[config.mk]
export PLATFORM = sky130hd
export DESIGN_NAME = i2c_transfer_sequencer_top_flat
export DESIGN_NICKNAME = d
export VERILOG_FILES = /design/src/hw/rtl/i2cts_pkg.sv /design/src/hw/rtl/i2cts_if.sv /design/src/hw/rtl/i2c_transfer_sequencer_top.sv /design/src/hw/rtl/i2cts_buffer.sv /design/src/hw/rtl/i2cts_ctrl.sv /design/src/flat_wrapper.sv
export SDC_FILE = /design/constraint.sdc
export NUM_CORES = 1
export LEC_CHECK = 0
export ABC_AREA = 1
export BUFFER_PORTS_ARGS = -buffer_cell sky130_fd_sc_hd__buf_2
export CORE_AREA = 2 2 269 271
export CTS_BUF_LIST = sky130_fd_sc_hd__clkbuf_16
export CTS_CLUSTER_DIAMETER = 60
export CTS_CLUSTER_SIZE = 14
export DETAILED_ROUTE_END_ITERATION = 10
export DIE_AREA = 0 0 271 273
export PLACE_DENSITY = 0.6
export SLEW_MARGIN = 0
export SYNTH_ARGS = -nofsm -noshare
export SYNTH_HDL_FRONTEND = slang
export SYNTH_SLANG_ARGS = --single-unit
[constraint.sdc]
create_clock -name clk -period 4.9 [get_ports clk]
set_clock_uncertainty 0.15 [all_clocks]
set_input_delay 0 -clock clk [delete_from_list [all_inputs] [get_ports clk]]
set_output_delay 0 -clock clk [all_outputs]
set_load 0.05 [all_outputs]
[src/hw/rtl/i2cts_pkg.sv]
package i2cts_pkg;

  // item operations
  typedef enum logic [2:0] {
    OP_BUS_EVENT = 3'd0,
    OP_START     = 3'd1,
    OP_TICK      = 3'd2,
    OP_BUF_WRITE = 3'd3,
    OP_BUF_READ  = 3'd4
  } op_t;

  // commands to the byte-level bus engine
  typedef enum logic [2:0] {
    CMD_NONE  = 3'd0,
    CMD_START = 3'd1,
    CMD_STOP  = 3'd2,
    CMD_ACK   = 3'd3,
    CMD_NACK  = 3'd4
  } cmd_t;

  // requests to the slave handler
  typedef enum logic [1:0] {
    REQ_NONE    = 2'd0,
    REQ_SIZE_TX = 2'd1,
    REQ_SIZE_RX = 2'd2,
    REQ_DONE    = 2'd3
  } sreq_t;

  // transfer phase
  typedef enum logic [5:0] {
    PH_SUCCESS = 6'b000001,
    PH_ERROR   = 6'b000010,
    PH_START   = 6'b000100,
    PH_WAITSLA = 6'b001000,
    PH_DATA    = 6'b010000,
    PH_LAST    = 6'b100000
  } phase_t;

  // phase codes as reported
  localparam logic [2:0] PHC_SUCCESS = 3'd0;
  localparam logic [2:0] PHC_ERROR   = 3'd1;
  localparam logic [2:0] PHC_START   = 3'd2;
  localparam logic [2:0] PHC_WAITSLA = 3'd3;
  localparam logic [2:0] PHC_DATA    = 3'd4;
  localparam logic [2:0] PHC_LAST    = 3'd5;

  // two-wire status codes
  localparam logic [7:0] ST_START          = 8'h08;
  localparam logic [7:0] ST_REP_START      = 8'h10;
  localparam logic [7:0] ST_MT_SLA_ACK     = 8'h18;
  localparam logic [7:0] ST_MT_DATA_ACK    = 8'h28;
  localparam logic [7:0] ST_MT_DATA_NACK   = 8'h30;
  localparam logic [7:0] ST_MR_SLA_ACK     = 8'h40;
  localparam logic [7:0] ST_MR_DATA_ACK    = 8'h50;
  localparam logic [7:0] ST_MR_DATA_NACK   = 8'h58;
  localparam logic [7:0] ST_SR_SLA_ACK     = 8'h60;
  localparam logic [7:0] ST_SR_GC_ACK      = 8'h70;
  localparam logic [7:0] ST_SR_DATA_ACK    = 8'h80;
  localparam logic [7:0] ST_SR_DATA_NACK   = 8'h88;
  localparam logic [7:0] ST_SR_GC_DATA_ACK = 8'h90;
  localparam logic [7:0] ST_SR_GC_DATA_NACK = 8'h98;
  localparam logic [7:0] ST_SR_STOP        = 8'hA0;
  localparam logic [7:0] ST_ST_SLA_ACK     = 8'hA8;
  localparam logic [7:0] ST_ST_DATA_ACK    = 8'hB8;
  localparam logic [7:0] ST_ST_DATA_NACK   = 8'hC0;
  localparam logic [7:0] ST_ST_LAST_DATA   = 8'hC8;

  localparam logic [7:0] TIMEOUT_RESET = 8'hFF;

  typedef struct packed {
    logic [2:0] op;
    logic [7:0] status_code;
    logic [7:0] rx_byte;
    logic [6:0] slave_size;
    logic [7:0] target_address;
    logic       read_not_write;
    logic [6:0] transfer_length;
    logic [7:0] elapsed_ms;
    logic [5:0] buffer_index;
    logic [7:0] buffer_value;
  } item_t;

  typedef struct packed {
    cmd_t       bus_command;
    logic       tx_valid;
    logic [7:0] tx_byte;
    logic [2:0] phase;
    logic [7:0] function_code;
    sreq_t      slave_request;
    logic [6:0] done_count;
    logic [6:0] transferred_length;
    logic [7:0] read_data;
  } result_t;

  function automatic logic is_sr_data(input logic [7:0] s);
    return s == ST_SR_DATA_ACK || s == ST_SR_DATA_NACK ||
           s == ST_SR_GC_DATA_ACK || s == ST_SR_GC_DATA_NACK;
  endfunction

  function automatic logic phase_idle(input phase_t p);
    return p == PH_SUCCESS || p == PH_ERROR;
  endfunction

  function automatic logic [2:0] phase_code(input phase_t p);
    logic [2:0] c;
    case (p)
      PH_SUCCESS: c = PHC_SUCCESS;
      PH_ERROR:   c = PHC_ERROR;
      PH_START:   c = PHC_START;
      PH_WAITSLA: c = PHC_WAITSLA;
      PH_DATA:    c = PHC_DATA;
      PH_LAST:    c = PHC_LAST;
      default:    c = PHC_ERROR;
    endcase
    return c;
  endfunction

endpackage

[src/hw/rtl/i2cts_if.sv]
interface i2cts_req_if;
  logic       valid;
  logic       ready;
  logic [2:0] op;
  logic [7:0] status_code;
  logic [7:0] rx_byte;
  logic [6:0] slave_size;
  logic [7:0] target_address;
  logic       read_not_write;
  logic [6:0] transfer_length;
  logic [7:0] elapsed_ms;
  logic [5:0] buffer_index;
  logic [7:0] buffer_value;

  modport source (
    output valid, op, status_code, rx_byte, slave_size, target_address,
           read_not_write, transfer_length, elapsed_ms, buffer_index, buffer_value,
    input  ready
  );
  modport sink (
    input  valid, op, status_code, rx_byte, slave_size, target_address,
           read_not_write, transfer_length, elapsed_ms, buffer_index, buffer_value,
    output ready
  );
endinterface

interface i2cts_rsp_if;
  logic       valid;
  logic       ready;
  logic [2:0] bus_command;
  logic       tx_valid;
  logic [7:0] tx_byte;
  logic [2:0] phase;
  logic [7:0] function_code;
  logic [1:0] slave_request;
  logic [6:0] done_count;
  logic [6:0] transferred_length;
  logic [7:0] read_data;

  modport source (
    output valid, bus_command, tx_valid, tx_byte, phase, function_code,
           slave_request, done_count, transferred_length, read_data,
    input  ready
  );
  modport sink (
    input  valid, bus_command, tx_valid, tx_byte, phase, function_code,
           slave_request, done_count, transferred_length, read_data,
    output ready
  );
endinterface

interface i2cts_cfg_if;
  logic       valid;
  logic       ready;
  logic [7:0] data;

  modport source (output valid, data, input ready);
  modport sink (input valid, data, output ready);
endinterface

[src/hw/rtl/i2c_transfer_sequencer_top.sv]
// i2c transfer sequencer: decides the next bus engine command for each item
//
// channels
//   req : one item per handshake (bus status event, master start, ms tick,
//         host buffer write or read), valid/ready
//   rsp : one result item per request item, in order, valid/ready
//   cfg : write of the timeout reload value, always ready; write it only
//         while no item is in flight
// latency: an item accepted at one clock edge is on rsp right after the
//   next edge (input register, decision logic, result register)
// throughput: one item per cycle; the buffer's single read port is fetched
//   as the item enters the input register, so the rate is set by the one
//   registered decision stage
// stall: while rsp is held, one more item is taken into the input register,
//   then req.ready drops until the result register drains
// reset: phase success, indexes, counts, address, function byte and timeout
//   cleared, timeout reload 255; buffer contents are not cleared
module i2c_transfer_sequencer_top
  import i2cts_pkg::*;
#(
  parameter int BUFFER_BYTES = 64
) (
  input  logic         clk,
  input  logic         rst,
  i2cts_req_if.sink    req,
  i2cts_rsp_if.source  rsp,
  i2cts_cfg_if.sink    cfg
);

  localparam int CNT_W  = $clog2(BUFFER_BYTES + 1);
  localparam int ADDR_W = (BUFFER_BYTES > 1) ? $clog2(BUFFER_BYTES) : 1;

  // input register
  item_t  in_item;
  item_t  item;
  logic   item_valid;

  // result register
  result_t res_next;
  result_t res;
  logic    res_valid;

  logic               accept;
  logic               consume;
  logic               wr_en;
  logic [ADDR_W-1:0]  wr_addr;
  logic [7:0]         wr_data;
  logic [ADDR_W-1:0]  rd_addr;
  logic [7:0]         rd_data;
  logic [CNT_W-1:0]   ahead_index;

  assign in_item.op              = req.op;
  assign in_item.status_code     = req.status_code;
  assign in_item.rx_byte         = req.rx_byte;
  assign in_item.slave_size      = req.slave_size;
  assign in_item.target_address  = req.target_address;
  assign in_item.read_not_write  = req.read_not_write;
  assign in_item.transfer_length = req.transfer_length;
  assign in_item.elapsed_ms      = req.elapsed_ms;
  assign in_item.buffer_index    = req.buffer_index;
  assign in_item.buffer_value    = req.buffer_value;

  // the held item retires when the result register is free or draining
  assign consume   = item_valid && (!res_valid || rsp.ready);
  assign req.ready = !item_valid || consume;
  assign accept    = req.valid && req.ready;
  assign cfg.ready = 1'b1;

  always_ff @(posedge clk) begin
    if (rst) begin
      item_valid <= 1'b0;
    end else if (accept) begin
      item_valid <= 1'b1;
    end else if (consume) begin
      item_valid <= 1'b0;
    end
  end

  always_ff @(posedge clk) begin
    if (accept) begin
      item <= in_item;
    end
  end

  // buffer fetch happens as the item is taken: host reads use their own
  // index, everything else the byte index left by the item ahead of it
  assign rd_addr = (req.op == OP_BUF_READ) ? ADDR_W'(req.buffer_index)
                                           : ahead_index[ADDR_W-1:0];

  i2cts_buffer #(
    .DEPTH (BUFFER_BYTES)
  ) u_buffer (
    .clk     (clk),
    .wr_en   (wr_en),
    .wr_addr (wr_addr),
    .wr_data (wr_data),
    .rd_en   (accept),
    .rd_addr (rd_addr),
    .rd_data (rd_data)
  );

  i2cts_ctrl #(
    .BUFFER_BYTES (BUFFER_BYTES)
  ) u_ctrl (
    .clk         (clk),
    .rst         (rst),
    .item        (item),
    .advance     (consume),
    .mem_rdata   (rd_data),
    .cfg_we      (cfg.valid && cfg.ready),
    .cfg_data    (cfg.data),
    .res         (res_next),
    .wr_en       (wr_en),
    .wr_addr     (wr_addr),
    .wr_data     (wr_data),
    .ahead_index (ahead_index)
  );

  always_ff @(posedge clk) begin
    if (rst) begin
      res_valid <= 1'b0;
    end else if (consume) begin
      res_valid <= 1'b1;
    end else if (rsp.ready) begin
      res_valid <= 1'b0;
    end
  end

  always_ff @(posedge clk) begin
    if (consume) begin
      res <= res_next;
    end
  end

  assign rsp.valid              = res_valid;
  assign rsp.bus_command        = res.bus_command;
  assign rsp.tx_valid           = res.tx_valid;
  assign rsp.tx_byte            = res.tx_byte;
  assign rsp.phase              = res.phase;
  assign rsp.function_code      = res.function_code;
  assign rsp.slave_request      = res.slave_request;
  assign rsp.done_count         = res.done_count;
  assign rsp.transferred_length = res.transferred_length;
  assign rsp.read_data          = res.read_data;

  // a retiring item always leaves a result behind
  a_retire_gives_result: assert property (@(posedge clk) disable iff (rst)
    consume |=> rsp.valid)
    else $error("retired item left no result");

  // a loaded transmit byte always goes with an ack or nack command
  a_tx_with_continue: assert property (@(posedge clk) disable iff (rst)
    rsp.valid && rsp.tx_valid |-> rsp.bus_command == CMD_ACK || rsp.bus_command == CMD_NACK)
    else $error("transmit byte without continue command");

  // done count only travels with a receive-done request
  a_done_count_only_on_done: assert property (@(posedge clk) disable iff (rst)
    rsp.valid && rsp.slave_request != REQ_DONE |-> rsp.done_count == 7'd0)
    else $error("done count outside receive done");

  // the buffer is only written while an item retires
  a_write_on_retire: assert property (@(posedge clk) disable iff (rst)
    wr_en |-> consume)
    else $error("buffer write without retiring item");

endmodule

[src/hw/rtl/i2cts_buffer.sv]
module i2cts_buffer #(
  parameter int DEPTH = 64
) (
  input  logic                                    clk,
  input  logic                                    wr_en,
  input  logic [((DEPTH > 1) ? $clog2(DEPTH) : 1)-1:0] wr_addr,
  input  logic [7:0]                              wr_data,
  input  logic                                    rd_en,
  input  logic [((DEPTH > 1) ? $clog2(DEPTH) : 1)-1:0] rd_addr,
  output logic [7:0]                              rd_data
);

  logic [7:0] mem [DEPTH];

  always_ff @(posedge clk) begin
    if (wr_en) begin
      mem[wr_addr] <= wr_data;
    end
  end

  // write-first forwarding when both ports hit the same entry
  always_ff @(posedge clk) begin
    if (rd_en) begin
      if (wr_en && wr_addr == rd_addr) begin
        rd_data <= wr_data;
      end else begin
        rd_data <= mem[rd_addr];
      end
    end
  end

endmodule

[src/hw/rtl/i2cts_ctrl.sv]
module i2cts_ctrl
  import i2cts_pkg::*;
#(
  parameter int BUFFER_BYTES = 64
) (
  input  logic                                  clk,
  input  logic                                  rst,
  input  item_t                                 item,
  input  logic                                  advance,
  input  logic [7:0]                            mem_rdata,
  input  logic                                  cfg_we,
  input  logic [7:0]                            cfg_data,
  output result_t                               res,
  output logic                                  wr_en,
  output logic [((BUFFER_BYTES > 1) ? $clog2(BUFFER_BYTES) : 1)-1:0] wr_addr,
  output logic [7:0]                            wr_data,
  output logic [$clog2(BUFFER_BYTES + 1)-1:0]   ahead_index
);

  localparam int CNT_W  = $clog2(BUFFER_BYTES + 1);
  localparam int ADDR_W = (BUFFER_BYTES > 1) ? $clog2(BUFFER_BYTES) : 1;
  localparam int CMP_W  = (CNT_W > 8) ? CNT_W : 8;
  localparam logic [CMP_W-1:0] LIMIT     = CMP_W'(BUFFER_BYTES);
  localparam logic [CNT_W-1:0] LIMIT_CNT = CNT_W'(BUFFER_BYTES);

  phase_t            phase, phase_next;
  logic [CNT_W-1:0]  byte_index, byte_index_next;
  logic [CNT_W-1:0]  byte_count, byte_count_next;
  logic [7:0]        address_byte, address_byte_next;
  logic [7:0]        function_byte, function_byte_next;
  logic [7:0]        timeout_left, timeout_left_next;
  logic [7:0]        timeout_reload;

  cmd_t              cmd;
  logic              txv;
  logic [7:0]        txb;
  sreq_t             sreq;
  logic [6:0]        donec;
  logic [7:0]        rd;
  logic              we;
  logic              idx_in, more;
  logic              do_send, do_store, do_aon, do_last_chk;
  logic [CNT_W-1:0]  ssize_clamp, len_clamp;
  logic [CMP_W:0]    done_w;

  assign idx_in = CMP_W'(byte_index) < LIMIT;
  assign more   = byte_index < byte_count;
  assign ssize_clamp = (CMP_W'(item.slave_size) > LIMIT) ? LIMIT_CNT
                                                         : CNT_W'(item.slave_size);
  assign len_clamp   = (CMP_W'(item.transfer_length) > LIMIT) ? LIMIT_CNT
                                                              : CNT_W'(item.transfer_length);
  assign done_w = (CMP_W + 1)'(byte_index) + (CMP_W + 1)'(1);

  always_comb begin
    phase_next         = phase;
    byte_index_next    = byte_index;
    byte_count_next    = byte_count;
    address_byte_next  = address_byte;
    function_byte_next = function_byte;
    timeout_left_next  = timeout_left;
    cmd         = CMD_NONE;
    txv         = 1'b0;
    txb         = 8'h00;
    sreq        = REQ_NONE;
    donec       = 7'd0;
    rd          = 8'h00;
    we          = 1'b0;
    wr_addr     = ADDR_W'(byte_index);
    wr_data     = item.rx_byte;
    do_send     = 1'b0;
    do_store    = 1'b0;
    do_aon      = 1'b0;
    do_last_chk = 1'b0;

    case (item.op)
      OP_BUS_EVENT: begin
        case (phase)
          PH_SUCCESS, PH_ERROR: begin
            if (item.status_code == ST_SR_SLA_ACK || item.status_code == ST_SR_GC_ACK) begin
              byte_count_next   = LIMIT_CNT;
              byte_index_next   = '0;
              timeout_left_next = timeout_reload;
              cmd               = CMD_ACK;
              phase_next        = PH_START;
            end else if (item.status_code == ST_ST_SLA_ACK) begin
              // slave transmit starts at entry zero, prefetched while idle
              sreq            = REQ_SIZE_TX;
              byte_count_next = ssize_clamp;
              txv             = 1'b1;
              txb             = mem_rdata;
              byte_index_next = CNT_W'(1);
              do_aon          = 1'b1;
              phase_next      = PH_DATA;
            end else begin
              timeout_left_next = 8'h00;
              cmd               = CMD_STOP;
            end
          end
          PH_START: begin
            if (item.status_code == ST_START || item.status_code == ST_REP_START) begin
              txv        = 1'b1;
              txb        = address_byte;
              cmd        = CMD_ACK;
              phase_next = PH_WAITSLA;
            end else if (is_sr_data(item.status_code)) begin
              function_byte_next = item.rx_byte;
              sreq               = REQ_SIZE_RX;
              byte_count_next    = ssize_clamp;
              do_aon             = 1'b1;
              phase_next         = PH_DATA;
            end else begin
              phase_next        = PH_ERROR;
              timeout_left_next = 8'h00;
              cmd               = CMD_STOP;
            end
          end
          PH_WAITSLA: begin
            if (item.status_code == ST_MR_SLA_ACK) begin
              cmd        = CMD_ACK;
              phase_next = PH_DATA;
            end else if (item.status_code == ST_MT_SLA_ACK && more) begin
              do_send    = 1'b1;
              cmd        = CMD_ACK;
              phase_next = PH_DATA;
            end else begin
              phase_next        = (item.status_code == ST_MT_SLA_ACK) ? PH_SUCCESS : PH_ERROR;
              timeout_left_next = 8'h00;
              cmd               = CMD_STOP;
            end
          end
          PH_DATA: begin
            if (item.status_code == ST_MR_DATA_ACK) begin
              do_store    = 1'b1;
              do_last_chk = 1'b1;
            end else if (item.status_code == ST_MT_DATA_ACK) begin
              if (more) begin
                do_send = 1'b1;
                cmd     = CMD_ACK;
              end else begin
                phase_next        = PH_SUCCESS;
                timeout_left_next = 8'h00;
                cmd               = CMD_STOP;
              end
            end else if (item.status_code == ST_MT_DATA_NACK) begin
              // target cut the write short
              byte_count_next   = byte_index;
              phase_next        = PH_SUCCESS;
              timeout_left_next = 8'h00;
              cmd               = CMD_STOP;
            end else if (is_sr_data(item.status_code)) begin
              do_store = more;
              do_aon   = 1'b1;
            end else if (item.status_code == ST_SR_STOP) begin
              phase_next        = PH_SUCCESS;
              timeout_left_next = 8'h00;
              cmd               = CMD_ACK;
              sreq              = REQ_DONE;
              donec             = done_w[6:0];
            end else if (item.status_code == ST_ST_DATA_ACK) begin
              if (more) begin
                do_send = 1'b1;
              end else begin
                // pad with zero bytes past the handler's size
                txv = 1'b1;
                txb = 8'h00;
              end
              do_aon = 1'b1;
            end else if (item.status_code == ST_ST_DATA_NACK ||
                         item.status_code == ST_ST_LAST_DATA) begin
              phase_next        = PH_SUCCESS;
              timeout_left_next = 8'h00;
              cmd               = CMD_ACK;
            end else begin
              phase_next        = PH_ERROR;
              timeout_left_next = 8'h00;
              cmd               = CMD_STOP;
            end
          end
          PH_LAST: begin
            phase_next        = (item.status_code == ST_MR_DATA_NACK) ? PH_SUCCESS : PH_ERROR;
            timeout_left_next = 8'h00;
            cmd               = CMD_STOP;
          end
          default: begin
            phase_next        = PH_ERROR;
            timeout_left_next = 8'h00;
            cmd               = CMD_STOP;
          end
        endcase
      end
      OP_START: begin
        if (phase_idle(phase)) begin
          byte_count_next   = len_clamp;
          byte_index_next   = '0;
          address_byte_next = {item.target_address[7:1], item.read_not_write};
          timeout_left_next = timeout_reload;
          phase_next        = PH_START;
          cmd               = CMD_START;
        end
      end
      OP_TICK: begin
        if (timeout_left != 8'h00) begin
          if (item.elapsed_ms > timeout_left) begin
            phase_next = PH_ERROR;
            cmd        = CMD_STOP;
          end else begin
            timeout_left_next = timeout_left - item.elapsed_ms;
          end
        end
      end
      OP_BUF_WRITE: begin
        if (CMP_W'(item.buffer_index) < LIMIT) begin
          we      = 1'b1;
          wr_addr = ADDR_W'(item.buffer_index);
          wr_data = item.buffer_value;
        end
      end
      OP_BUF_READ: begin
        if (CMP_W'(item.buffer_index) < LIMIT) begin
          rd = mem_rdata;
        end
      end
      default: begin
      end
    endcase

    if (do_send) begin
      txv = 1'b1;
      txb = idx_in ? mem_rdata : 8'h00;
      if (idx_in) begin
        byte_index_next = byte_index + CNT_W'(1);
      end
    end
    if (do_store && idx_in) begin
      we              = 1'b1;
      byte_index_next = byte_index + CNT_W'(1);
    end
    if (do_last_chk) begin
      if (byte_index_next < byte_count_next) begin
        cmd = CMD_ACK;
      end else begin
        cmd        = CMD_NACK;
        phase_next = PH_LAST;
      end
    end
    if (do_aon) begin
      cmd = (byte_index_next < byte_count_next) ? CMD_ACK : CMD_NACK;
    end
  end

  assign wr_en = we && advance;

  // entry the next item will send from; idle phases only ever send entry zero
  always_comb begin
    if (advance) begin
      ahead_index = phase_idle(phase_next) ? '0 : byte_index_next;
    end else begin
      ahead_index = phase_idle(phase) ? '0 : byte_index;
    end
  end

  assign res.bus_command        = cmd;
  assign res.tx_valid           = txv;
  assign res.tx_byte            = txb;
  assign res.phase              = phase_code(phase_next);
  assign res.function_code      = function_byte_next;
  assign res.slave_request      = sreq;
  assign res.done_count         = donec;
  assign res.transferred_length = 7'(byte_count_next);
  assign res.read_data          = rd;

  always_ff @(posedge clk) begin
    if (rst) begin
      phase         <= PH_SUCCESS;
      byte_index    <= '0;
      byte_count    <= '0;
      address_byte  <= 8'h00;
      function_byte <= 8'h00;
      timeout_left  <= 8'h00;
    end else if (advance) begin
      phase         <= phase_next;
      byte_index    <= byte_index_next;
      byte_count    <= byte_count_next;
      address_byte  <= address_byte_next;
      function_byte <= function_byte_next;
      timeout_left  <= timeout_left_next;
    end
  end

  always_ff @(posedge clk) begin
    if (rst) begin
      timeout_reload <= TIMEOUT_RESET;
    end else if (cfg_we) begin
      timeout_reload <= cfg_data;
    end
  end

endmodule
[src/flat_wrapper.sv]
// flat-port wrapper written by rule: the top's interface ports become plain ports
module i2c_transfer_sequencer_top_flat import i2cts_pkg::*;
#(
  parameter int BUFFER_BYTES = 64
)
  (clk, rst, req_valid, req_op, req_status_code, req_rx_byte, req_slave_size, req_target_address, req_read_not_write, req_transfer_length, req_elapsed_ms, req_buffer_index, req_buffer_value, req_ready, rsp_valid, rsp_bus_command, rsp_tx_valid, rsp_tx_byte, rsp_phase, rsp_function_code, rsp_slave_request, rsp_done_count, rsp_transferred_length, rsp_read_data, rsp_ready, cfg_valid, cfg_data, cfg_ready);
  i2cts_req_if req_i ();
  i2cts_rsp_if rsp_i ();
  i2cts_cfg_if cfg_i ();
  input  logic clk;
  input  logic rst;
  input wire logic [$bits(req_i.valid)-1:0] req_valid;
  input wire logic [$bits(req_i.op)-1:0] req_op;
  input wire logic [$bits(req_i.status_code)-1:0] req_status_code;
  input wire logic [$bits(req_i.rx_byte)-1:0] req_rx_byte;
  input wire logic [$bits(req_i.slave_size)-1:0] req_slave_size;
  input wire logic [$bits(req_i.target_address)-1:0] req_target_address;
  input wire logic [$bits(req_i.read_not_write)-1:0] req_read_not_write;
  input wire logic [$bits(req_i.transfer_length)-1:0] req_transfer_length;
  input wire logic [$bits(req_i.elapsed_ms)-1:0] req_elapsed_ms;
  input wire logic [$bits(req_i.buffer_index)-1:0] req_buffer_index;
  input wire logic [$bits(req_i.buffer_value)-1:0] req_buffer_value;
  output wire logic [$bits(req_i.ready)-1:0] req_ready;
  output wire logic [$bits(rsp_i.valid)-1:0] rsp_valid;
  output wire logic [$bits(rsp_i.bus_command)-1:0] rsp_bus_command;
  output wire logic [$bits(rsp_i.tx_valid)-1:0] rsp_tx_valid;
  output wire logic [$bits(rsp_i.tx_byte)-1:0] rsp_tx_byte;
  output wire logic [$bits(rsp_i.phase)-1:0] rsp_phase;
  output wire logic [$bits(rsp_i.function_code)-1:0] rsp_function_code;
  output wire logic [$bits(rsp_i.slave_request)-1:0] rsp_slave_request;
  output wire logic [$bits(rsp_i.done_count)-1:0] rsp_done_count;
  output wire logic [$bits(rsp_i.transferred_length)-1:0] rsp_transferred_length;
  output wire logic [$bits(rsp_i.read_data)-1:0] rsp_read_data;
  input wire logic [$bits(rsp_i.ready)-1:0] rsp_ready;
  input wire logic [$bits(cfg_i.valid)-1:0] cfg_valid;
  input wire logic [$bits(cfg_i.data)-1:0] cfg_data;
  output wire logic [$bits(cfg_i.ready)-1:0] cfg_ready;
  assign req_i.valid = req_valid;
  assign req_i.op = req_op;
  assign req_i.status_code = req_status_code;
  assign req_i.rx_byte = req_rx_byte;
  assign req_i.slave_size = req_slave_size;
  assign req_i.target_address = req_target_address;
  assign req_i.read_not_write = req_read_not_write;
  assign req_i.transfer_length = req_transfer_length;
  assign req_i.elapsed_ms = req_elapsed_ms;
  assign req_i.buffer_index = req_buffer_index;
  assign req_i.buffer_value = req_buffer_value;
  assign req_ready = req_i.ready;
  assign rsp_valid = rsp_i.valid;
  assign rsp_bus_command = rsp_i.bus_command;
  assign rsp_tx_valid = rsp_i.tx_valid;
  assign rsp_tx_byte = rsp_i.tx_byte;
  assign rsp_phase = rsp_i.phase;
  assign rsp_function_code = rsp_i.function_code;
  assign rsp_slave_request = rsp_i.slave_request;
  assign rsp_done_count = rsp_i.done_count;
  assign rsp_transferred_length = rsp_i.transferred_length;
  assign rsp_read_data = rsp_i.read_data;
  assign rsp_i.ready = rsp_ready;
  assign cfg_i.valid = cfg_valid;
  assign cfg_i.data = cfg_data;
  assign cfg_ready = cfg_i.ready;
  i2c_transfer_sequencer_top #(.BUFFER_BYTES(BUFFER_BYTES)) u_core (.clk(clk), .rst(rst), .req(req_i), .rsp(rsp_i), .cfg(cfg_i));
endmodule
After elaboration in Yosys (flattened, before gate mapping) --
Memories as Yosys holds them, arrays and structs flattened. A register that Yosys moved wholly into a read port is not among the register bits. Cells that the tools add are included.
Storage, ports and cells: ROM bits 0, flip-flop bits (word level) 165, output and inout bits 50, word-level logic and storage cells 275, bits in latches 0, bits of input ports 77, RAM bits 512, memories kept 1
Memory list:
- u_core.u_buffer.mem | depth 64, width 8, read ports 1, clocked after Yosys merged registers in 1, wr ports 1, RTL line i2cts_buffer.sv:13 | logic [7:0] mem [DEPTH];
Operators by class: add/sub/neg operators 3, muxes and demuxes 160, multiply operators 0, bitwise logic cells 3, magnitude comparators 6, divide/modulo/power cells 0, shift operators 0, equality and inequality tests 48, reductions and logical operators 26
Operator list (number):
- two-way mux 8 bit | 27
- two-way mux 7 bit | 17
- two-way mux 6 bit | 18
- equality test 8 bit, second input constant | 9
- two-way mux 1 bit | 54
- equality test 8 x 7 -> 1 bit, second input constant | 5
- two-way mux 2 bit | 20
- case mux 8 bit (4 select lines) | 1
- case mux 6 bit (5 select lines) | 1
- case mux 7 bit (2 select lines) | 2
- case mux 8 bit (3 select lines) | 1
- case mux 7 bit (3 select lines) | 1
- two-way mux 5 bit | 4
- case mux 6 bit (3 select lines) | 1
- equality test 8 x 5 -> 1 bit, second input constant | 2
- equality test 8 x 6 -> 1 bit, second input constant | 2
- case mux 8 bit (2 select lines) | 1
- two-way mux 3 bit | 5
- != test 3 bit, second input constant | 5
- case mux 3 bit (5 select lines) | 1
- adder 7 x 1 -> 7 bit, second input constant | 2
- > comparator 7 bit, second input constant | 2
- < comparator 7 bit | 2
- AND reduction 14 bit | 1
- 33 further kinds | 62

Depth between registers and ports, before layout --
Gate-level depths: netlist of run 1.
depth after elaboration 20, gate-level depth with buffers 37, mapped depth without buffers 36

Hierarchy --
A second synthesis of run 1 with hierarchy kept.
Second synthesis, totals: cell total of the unflattened synthesis 2803, area, all modules 30018.8 µm²
By module, submodules not included:
- i2cts_buffer | cells an instance 1833, seq. area each 15615.0 µm², area an instance 21541.9 µm², instances 1
- i2cts_ctrl | cells an instance 824, seq. area each 1041.0 µm², area an instance 4942.2 µm², instances 1
- i2c_transfer_sequencer_top | cells an instance 146, seq. area each 3373.2 µm², area an instance 3534.6 µm², instances 1

Worst setup path before layout of run 1 --
No wires, ideal clock.
path kind flip-flop to flip-flop, start reg u_core.u_ctrl.byte_index[4], end reg u_core.u_buffer.rd_data[5] (read register of u_core.u_buffer.mem) (data pin), path slack 0.620 ns, stages on the path, launching flop included 32, path buffers 2, required time 4.498 ns, arrival 3.878 ns, path through dfxtp_1 ha_1 nand2_1 inv_1 o21ai_0 nand3_1 nor2_1 nand3_1 nand2_1 inv_2 o21ai_0 ha_1 a21oi_1 nor2_1 a211oi_1 nand2_2 nand2_4 nand4_2 nand3_2 nand2_2 nand2_4 buf_2 buf_2 nand2_1 nand3_1 nand3_1 nand3_1 nand3_1 nand3_1 nand2_1 nand2_1 nand2_1
Between the ends: longest elaborated chain between the ends 20, elaborated cells on any way between the ends 51, those cells by class add/sub: 1; order compare: 3; eq/ne: 2; mux: 42; reduce/logical: 3
RTL lines:
- start: declaration | RTL line i2cts_ctrl.sv:27 | logic [CNT_W-1:0] byte_index, byte_index_next;
- start signal: assignment | RTL line i2cts_ctrl.sv:282 | byte_index <= byte_index_next;
- < comparator 7 bit | RTL line i2cts_ctrl.sv:47 | assign more = byte_index < byte_count;
- two-way mux 1 bit | RTL line i2cts_ctrl.sv:136, i2cts_ctrl.sv:160
- two-way mux 1 bit | RTL line i2cts_ctrl.sv:159 | end else if (item.status_code == ST_ST_DATA_ACK) begin
- two-way mux 1 bit | RTL line i2cts_ctrl.sv:153 | end else if (item.status_code == ST_SR_STOP) begin
- two-way mux 1 bit | RTL line i2cts_ctrl.sv:150 | end else if (is_sr_data(item.status_code)) begin
- two-way mux 1 bit | RTL line i2cts_ctrl.sv:144 | end else if (item.status_code == ST_MT_DATA_NACK) begin
- two-way mux 1 bit | RTL line i2cts_ctrl.sv:135 | end else if (item.status_code == ST_MT_DATA_ACK) begin
- two-way mux 1 bit | RTL line i2cts_ctrl.sv:132 | if (item.status_code == ST_MR_DATA_ACK) begin
- [4 not listed]
- net u_core.u_ctrl.byte_index_next[4] | RTL line i2cts_ctrl.sv:27
- < comparator 7 bit | RTL line i2cts_ctrl.sv:239 | if (byte_index_next < byte_count_next) begin
- two-way mux 6 bit | RTL line i2cts_ctrl.sv:239
- two-way mux 6 bit | RTL line i2cts_ctrl.sv:238 | if (do_last_chk) begin
- equality test 6 x 1 -> 1 bit / equality test 6 x 2 -> 1 bit (equally long branches) | RTL line i2cts_pkg.sv:101 | return p == PH_SUCCESS || p == PH_ERROR;
- logical OR 1 bit | RTL line i2cts_pkg.sv:101
- two-way mux 6 bit (*) | RTL line i2cts_ctrl.sv:256 | ahead_index = phase_idle(phase_next) ? '0 : byte_index_next;
- two-way mux 6 bit (*) | RTL line i2cts_ctrl.sv:255 | if (advance) begin
- two-way mux 6 bit (*) | RTL line i2c_transfer_sequencer_top.sv:87 | assign rd_addr = (req.op == OP_BUF_READ) ? ADDR_W'(req.buffer_index)
- end: declaration | RTL line i2cts_buffer.sv:10 | output logic [7:0] rd_data
The timed path passes the listed nets; every way through them passes the cells marked *. A chain may end at the register's enable or synchronous reset.

Final worst setup path of run 1 --
start reg u_core.u_ctrl.byte_count[2], end reg u_core.u_buffer.rd_data[3] (read register of u_core.u_buffer.mem) (data pin)
Between the ends: longest elaborated chain between the ends 20, elaborated cells on any way between the ends 48, those cells by class order compare: 2; eq/ne: 2; mux: 41; reduce/logical: 3
RTL lines:
- start: declaration | RTL line i2cts_ctrl.sv:28 | logic [CNT_W-1:0] byte_count, byte_count_next;
- start signal: assignment | RTL line i2cts_ctrl.sv:283 | byte_count <= byte_count_next;
- < comparator 7 bit (*) | RTL line i2cts_ctrl.sv:47
- two-way mux 1 bit | RTL line i2cts_ctrl.sv:136, i2cts_ctrl.sv:160
- two-way mux 1 bit | RTL line i2cts_ctrl.sv:159
- two-way mux 1 bit | RTL line i2cts_ctrl.sv:153
- two-way mux 1 bit | RTL line i2cts_ctrl.sv:150
- two-way mux 1 bit | RTL line i2cts_ctrl.sv:144
- two-way mux 1 bit | RTL line i2cts_ctrl.sv:135
- two-way mux 1 bit | RTL line i2cts_ctrl.sv:132
- [4 not listed]
- net u_core.u_ctrl.byte_index_next[3] | RTL line i2cts_ctrl.sv:27
- < comparator 7 bit | RTL line i2cts_ctrl.sv:239
- two-way mux 6 bit | RTL line i2cts_ctrl.sv:239
- two-way mux 6 bit | RTL line i2cts_ctrl.sv:238
- equality test 6 x 1 -> 1 bit / equality test 6 x 2 -> 1 bit (equally long branches) | RTL line i2cts_pkg.sv:101
- logical OR 1 bit | RTL line i2cts_pkg.sv:101
- two-way mux 6 bit (*) | RTL line i2cts_ctrl.sv:256
- two-way mux 6 bit (*) | RTL line i2cts_ctrl.sv:255
- two-way mux 6 bit (*) | RTL line i2c_transfer_sequencer_top.sv:87
Marks and branches as above.

==> metrics.txt, run 1 <==
Inserted Diodes 0; Via Count 24,900; num ports 127; number of sinks driven by the clock tree 684; wire length of the first global-routing pass 144,000 um; post-synthesis instance area 31,600 sq um; startpoint kind of the worst setup timing path flop; cell at the root of the clock tree sky130_fd_sc_hd__clkbuf_16; number of pins exceeding their max-slew limit in the final report 0; placed cell areas 35,000 sq um; most instantiated flip-flop cell in the synthesis netlist sky130_fd_sc_hd__edfxtp_1; Worst EP arrival 5.13 ns; type of element capturing the critical path flop; cell with the largest stage delay on the worst path sky130_fd_sc_hd__dfxtp_2; number of synthesized register bits 684; launch point of the worst reg-to-reg path u_core.u_ctrl.byte_count[2]; synthesis warning total 0; P_leak 16.8 nW; initial antenna violation count 0; remaining antenna violation count 0; Seq/Total Area, Yosys 0.632; worst slew margin relative to its limit 0.372; Final TNS setup 0 ns; number of detailed-route iterations in the first pass 6; transition time at the pin with the least slew margin 0.943 ns; maximum vdd drop 266 uV; utilization after layout 0.568; share of final-layout standard cells stronger than drive strength 1 0.207; Hold Startpoint req_buffer_index[0]; width of the die 271 um; max-cap check violation count 0; source of the critical timing path u_core.u_ctrl.byte_count[2]; Synth Area per Inst 10.1 sq um; Pwr per Cell Area 323 nW/um^2; overall track demand over capacity in global routing 0.254; number of instances in the synthesized netlist 3,117; Starting Density 0.446; Clock Latency Late Sink 0.62 ns; data required time of the worst path 5.24 ns; total routed wirelength 98,200 um; net count after synthesis 3,216; global route overflow 0; Tcrit/Tclk final 0.977; TritonCTS Buffers 66; Final Wtd Congestion 0.916; FP Rows 98; status finished, final reports clean; CORE AREA 71,000 sq um; register cell area after layout 20,000 sq um; number of global-route vias before repair 24,000; distinct cell type count after synthesis 56; maximum fanout along the worst path 8; maximum number of pins on one net before global-route repair 97; Layout fillers 5,955; crit-path max cell delay 0.33 ns; final setup violation count 0; height of the die 273 um; Hold Slack 0.0750 ns; min Tclk post-route 4.79 ns; EDFF count, synth 630; maximum clock path buffer count 3; ys async rst share 0; DRC violations left 0; Power, Total 13.0 mW; area used by multi-input combinational logic 10000 sq um; detailed-placement wirelength estimate 61,600 um; count of input and output buffers 124; register clock-pin slew on the reported worst setup and hold paths 0.07 ns; most frequent cell on the critical path sky130_fd_sc_hd__nand2_1; area added between synthesis and finish 27.5%; detailed-route wire length per cell 21.3 um; initial drt markers 2,795; Avg Vias per Cell 5.40; worst setup path class reg -> reg; Die Area 74,000 sq um; post-route design area 40,300 sq um; hold violation count in the final report 0; RSZ-0062 raised after global routing true; H-Tree Level Count 3; achievable clock frequency 0.209 GHz; Net count, final 3,713; worst min-delay path class in -> reg; CTS tree yes
## final timing paths
path / to / slack [ns] / cells past startpoint
worst max-delay path: u_core.u_buffer.rd_data[3] / 0.11 / 30
worst min-delay path: u_core.item[8] / 0.08 / 2
worst max register to register: u_core.u_buffer.rd_data[3] / 0.11 / 30
worst min register to register: u_core.u_ctrl.address_byte[4] / 0.30 / 2
## per-layer routing
metal  global-route usage  part of all wire  up-vias
met4               0.0887             0.035        0
met2                0.424              0.48      994
li1                     -                 -    11600
met5                    0                 0        -
met3               0.0318             0.065      196
met1                0.343              0.42    12100
## registers in the layout, indices dropped and copies added (netlist names)
register and count:
u_core.u_ctrl.byte_count 7, u_core.rsp.function_code 8, u_core.item 63, u_core.rsp.read_data 8
u_core.u_ctrl.timeout_reload 8, u_core.u_ctrl.timeout_left 8, u_core.item_valid 1, u_core.u_ctrl.function_byte 8
u_core.u_ctrl.byte_index 7, u_core.rsp.phase 3, u_core.rsp.tx_valid 1, u_core.u_ctrl.phase 6
u_core.rsp.valid 1, u_core.rsp.transferred_length 7, u_core.rsp.slave_request 2, u_core.u_buffer.rd_data 8
u_core.u_buffer.mem 512, u_core.u_ctrl.address_byte 8, u_core.rsp.done_count 7, u_core.rsp.bus_command 3
u_core.rsp.tx_byte 8
## cells in the mapped netlist (all sizes together), types with 2 or more instances
master	number	area (sq um)
a31oi	13	81.3
clkinv	2	8.75
edfxtp	630	18900
o2111ai	2	17.5
inv	489	1840
nor3	10	55.1
clkbuf	48	180
o21a	8	60.1
nor2	180	742
nand3	595	3000
a221oi	2	17.5
a211oi	5	37.5
nand3b	162	1220
dfxtp	54	1080
ha	21	263
nand2	552	2120
xor2	6	52.6
a21boi	4	30.0
buf	102	577
o21ai	102	533
a311oi	2	17.5
a21oi	78	417
nand4	11	87.6
o311ai	2	17.5
o211ai	7	52.6
o22ai	8	50.1
or2	12	75.1
## critical path: cells and delay by family (launching register included)
family	cells	cell delay (ns)
AOI/OAI and AO/OA	2	0.21
adders and majority gates	2	0.63
DFF	1	0.33
and+or+nand+nor	20	2.50
buffers and inverters	5	0.69
xor gates and xnor gates	1	0.15
## cells in the final DEF, fill, tap and decap left out, types with 9 or more instances in the layout
cell type	instances
sky130_fd_sc_hd__o21ai_1	9
sky130_fd_sc_hd__nor2_1	153
sky130_fd_sc_hd__inv_2	18
sky130_fd_sc_hd__o21ai_0	71
sky130_fd_sc_hd__nand2_2	23
sky130_fd_sc_hd__nor2_2	13
sky130_fd_sc_hd__nand3_1	504
sky130_fd_sc_hd__buf_12	38
sky130_fd_sc_hd__clkbuf_16	78
sky130_fd_sc_hd__edfxtp_1	630
sky130_fd_sc_hd__nor2_4	13
sky130_fd_sc_hd__buf_2	124
sky130_fd_sc_hd__nand3_2	86
sky130_fd_sc_hd__buf_4	236
sky130_fd_sc_hd__dfxtp_1	47
sky130_fd_sc_hd__o21ai_2	17
sky130_fd_sc_hd__nand2_1	517
sky130_fd_sc_hd__a21oi_1	68
sky130_fd_sc_hd__nand3b_1	162
sky130_fd_sc_hd__ha_1	15
sky130_fd_sc_hd__a31oi_1	13
sky130_fd_sc_hd__inv_1	484
sky130_fd_sc_hd__dlygate4sd3_1	158
sky130_fd_sc_hd__nand2_4	10
## per-stage QoR
step                std cells  worst slack [ns]
floorplan                3117             0.620
global route             4606            -0.174
detailed placement       4294            -0.520
CTS                      4570           0.00211
finish                   4606             0.111
global placement         4294            -0.527
## cell families (layout without fill, tap and decap cells)
| family | after synthesis | after routing | share of synthesized area |
|---|---|---|---|
| AO/OA/AOI/OAI | 238 | 238 | 0.0434 |
| XOR/XNOR | 7 | 7 | 0.00194 |
| adder cells (fa/ha/maj) | 22 | 22 | 0.00894 |
| buffers and inverters | 641 | 1180 | 0.0822 |
| flip-flops | 684 | 684 | 0.632 |
| other | 1 | 1 | 0.000119 |
| AND/OR/NAND/NOR | 1524 | 1524 | 0.231 |
## cell type report
type / instances / share of cell area
Multi-Input combinational cell: 1792 / 0.248
Timing Repair Buffer: 578 / 0.128
Timing Repair inverter: 1 / 0.000186
Clock inverter: 41 / 0.00915
Tap cell: 950 / 0.0295
Inverter: 491 / 0.0462
Sequential cell: 684 / 0.496
Clock buffer: 69 / 0.0428
## where the power goes
| part | switching, mW | internal, mW | total (mW) | leakage [nW] |
|---|---|---|---|---|
| Clock | 2.30 | 2.80 | 5.10 | 1.10 |
| Sequential | 0.0530 | 6.50 | 6.55 | 6.20 |
| Combinational | 0.890 | 0.496 | 1.39 | 9.49 |
| Total | 3.25 | 9.79 | 13.0 | 16.8 |
## timing repair
item                                    in CTS  in global routing
buffers inserted                             7                 27
pin swaps                                    6                 43
endpoints found under the setup margin       8                  8
cloned                                       1                 10
hold endpoints to repair                    98                  0
hold buffers                               158                  0
gates resized for setup                     58                189
(Power assumes the default switching activity.)
==> inputs of run 2 (changes only) <==
- SETUP_SLACK_MARGIN: unset -> 0.5
==> run 2 against run 1 <==
  * Clock power about the same
  * Via count grew 1.5%
  * Final cell count rose by 0.98%
  * Clock-buffer cell count unchanged
  * Highest routed layer unchanged
  * Core utilization increased by 1.6 points
  * First-iteration DRC count down 4.2%
==> metrics.txt, run 2 (synthesis gave the netlist of run 1 again) <==
status finished, final reports clean; max-cap check violation count 0; Inserted Diodes 0; number of detailed-route iterations in the first pass 6; TritonCTS Buffers 66; Clock Latency Late Sink 0.62 ns; post-route setup slack 0.173 ns; achievable clock frequency 0.212 GHz; worst setup path class reg -> reg; type of element capturing the critical path flop; maximum clock path buffer count 3; height of the die 273 um; Die Area 74,000 sq um; Final TNS setup 0 ns; cell with the largest stage delay on the worst path sky130_fd_sc_hd__edfxtp_1; share of final-layout standard cells stronger than drive strength 1 0.238; crit-path max cell delay 0.44 ns; FP Rows 98; startpoint kind of the worst setup timing path flop; H-Tree Level Count 3; register clock-pin slew on the reported worst setup and hold paths 0.07 ns; detailed-placement wirelength estimate 61,600 um; registers with the most flip-flops u_core.u_buffer.mem: 512 flops, u_core.item: 63 flops; cell at the root of the clock tree sky130_fd_sc_hd__clkbuf_16; Starting Density 0.446; transition time at the pin with the least slew margin 0.960 ns; maximum vdd drop 265 uV; worst min-delay path class in -> reg; num ports 127; setup slack of the most critical reg-to-reg path 0.17 ns; Net count, final 3,758; remaining antenna violation count 0; CORE AREA 71,000 sq um; cell count of the worst hold path 2; Tcrit/Tclk final 0.965; initial antenna violation count 0; total routed wirelength 101,000 um; initial drt markers 2,679; register cell area after layout 20,000 sq um; detailed-route wire length per cell 21.8 um; min Tclk post-route 4.73 ns; leading cell type in the layout, fill and taps excluded sky130_fd_sc_hd__edfxtp_1; final setup violation count 0; Final Wtd Congestion 0.916; P_leak 17.3 nW; Hold Slack 0.0820 ns; Reg with most FFs u_core.u_buffer.mem; area added between synthesis and finish 31.1%; placed cell areas 35,000 sq um; maximum number of pins on one net before global-route repair 97; area used by multi-input combinational logic 10,400 sq um; Avg Vias per Cell 5.43; number of sinks driven by the clock tree 684; number of cells on the worst reg-to-reg path 36; worst slew margin relative to its limit 0.360; overall track demand over capacity in global routing 0.266; number of global-route vias before repair 24,800; width of the die 271 um; global route overflow 0; number of flip-flops under the largest register name 512; data required time of the worst path 5.11 ns; hold violation count in the final report 0; DRC violations left 0; wire length of the first global-routing pass 150,000 um; minimum setup slack after placement -0.520 ns; Worst EP arrival 4.94 ns; post-route design area 41,500 sq um; commonest non-fill, non-tap cells in the layout sky130_fd_sc_hd__edfxtp_1 (630), sky130_fd_sc_hd__nand2_1 (511), sky130_fd_sc_hd__inv_1 (482); maximum fanout along the worst path 8; CTS tree yes; count of input and output buffers 124; Via Count 25,300; RSZ-0062 raised after global routing true; number of pins exceeding their max-slew limit in the final report 0; Pwr per Cell Area 316 nW/um^2; Layout fillers 5,797
run 2: changes by cell type in the layout (fill, tap and decap cells not counted), moves of 5 or more:
cell                      change
sky130_fd_sc_hd__buf_16      +18
sky130_fd_sc_hd__buf_4       +23
sky130_fd_sc_hd__nand2_1      -6
sky130_fd_sc_hd__nand2_2      +7
sky130_fd_sc_hd__nand3_1     -51
sky130_fd_sc_hd__nand3_2     +45
sky130_fd_sc_hd__nand3_4      +6
sky130_fd_sc_hd__nor2_1      -18
sky130_fd_sc_hd__nor2_2       +9
sky130_fd_sc_hd__nor2_4       +9
sky130_fd_sc_hd__o21ai_1      +5
run 2: path summary, 6_finish.rpt:
check                                              startpoint                       endpoint
worst min register to register  u_core.u_ctrl.address_byte[4]  u_core.u_ctrl.address_byte[4]
worst max-delay path                          u_core.item[54]     u_core.u_buffer.rd_data[7]
worst min-delay path                      req_buffer_index[0]                 u_core.item[8]
worst max register to register                u_core.item[54]     u_core.u_buffer.rd_data[7]
run 2: what timing repair did:
| item | CTS | global route |
|---|---|---|
| gates resized for setup | 228 | 143 |
| hold buffers | 158 | 0 |
| hold endpoints to repair | 98 | 0 |
| cloned | 17 | 6 |
| pin swaps | 48 | 34 |
| setup buffers | 55 | 11 |
| endpoints found under the setup margin | 8 | 205 |
run 2: layout make-up:
cell class | count | area share
flip-flops and latches | 684 | 0.483
well taps | 950 | 0.0287
clock inverters | 41 | 0.00890
multi-input cells | 1792 | 0.250
inverters | 491 | 0.0452
repair buffers | 624 | 0.143
clock buffers | 69 | 0.0416
run 2: layer usage:
layer / vias up / track usage / share of wire / wire (um)
met5: - / 0 / 0 / 0
met4: 0 / 0.107 / 0.041 / 4150
met3: 246 / 0.0348 / 0.069 / 6970
met2: 1051 / 0.445 / 0.48 / 48300
met1: 12300 / 0.354 / 0.41 / 41800
li1: 11700 / - / - / -
run 2: critical path, delay by kind of cell (launching register included):
kind | cells | cell delay (ns)
AND/OR/NAND/NOR | 26 | 2.47
buffers and inverters | 6 | 0.81
adder cells (fa/ha/maj) | 1 | 0.23
AO/OA/AOI/OAI | 3 | 0.35
flip-flops | 1 | 0.44
run 2: report_power, final:
part	switching [mW]	total, mW	internal, mW	leakage, nW
combinational	0.923	1.46	0.541	9.98
clock	2.30	5.10	2.80	1.10
sequential	0.0525	6.55	6.50	6.20
run 2: per-stage QoR:
| step | utilization | total power [mW] | cells |
|---|---|---|---|
| 2_1_floorplan | - | 7.29 | 3117 |
| 3_3_place_gp | 0.493 | 7.79 | 4294 |
| 3_5_place_dp | 0.493 | 7.80 | 4294 |
| 4_1_cts | 0.572 | 13.1 | 4634 |
| 5_1_grt | 0.584 | 13.5 | 4651 |
| 6_report | 0.584 | 13.1 | 4651 |
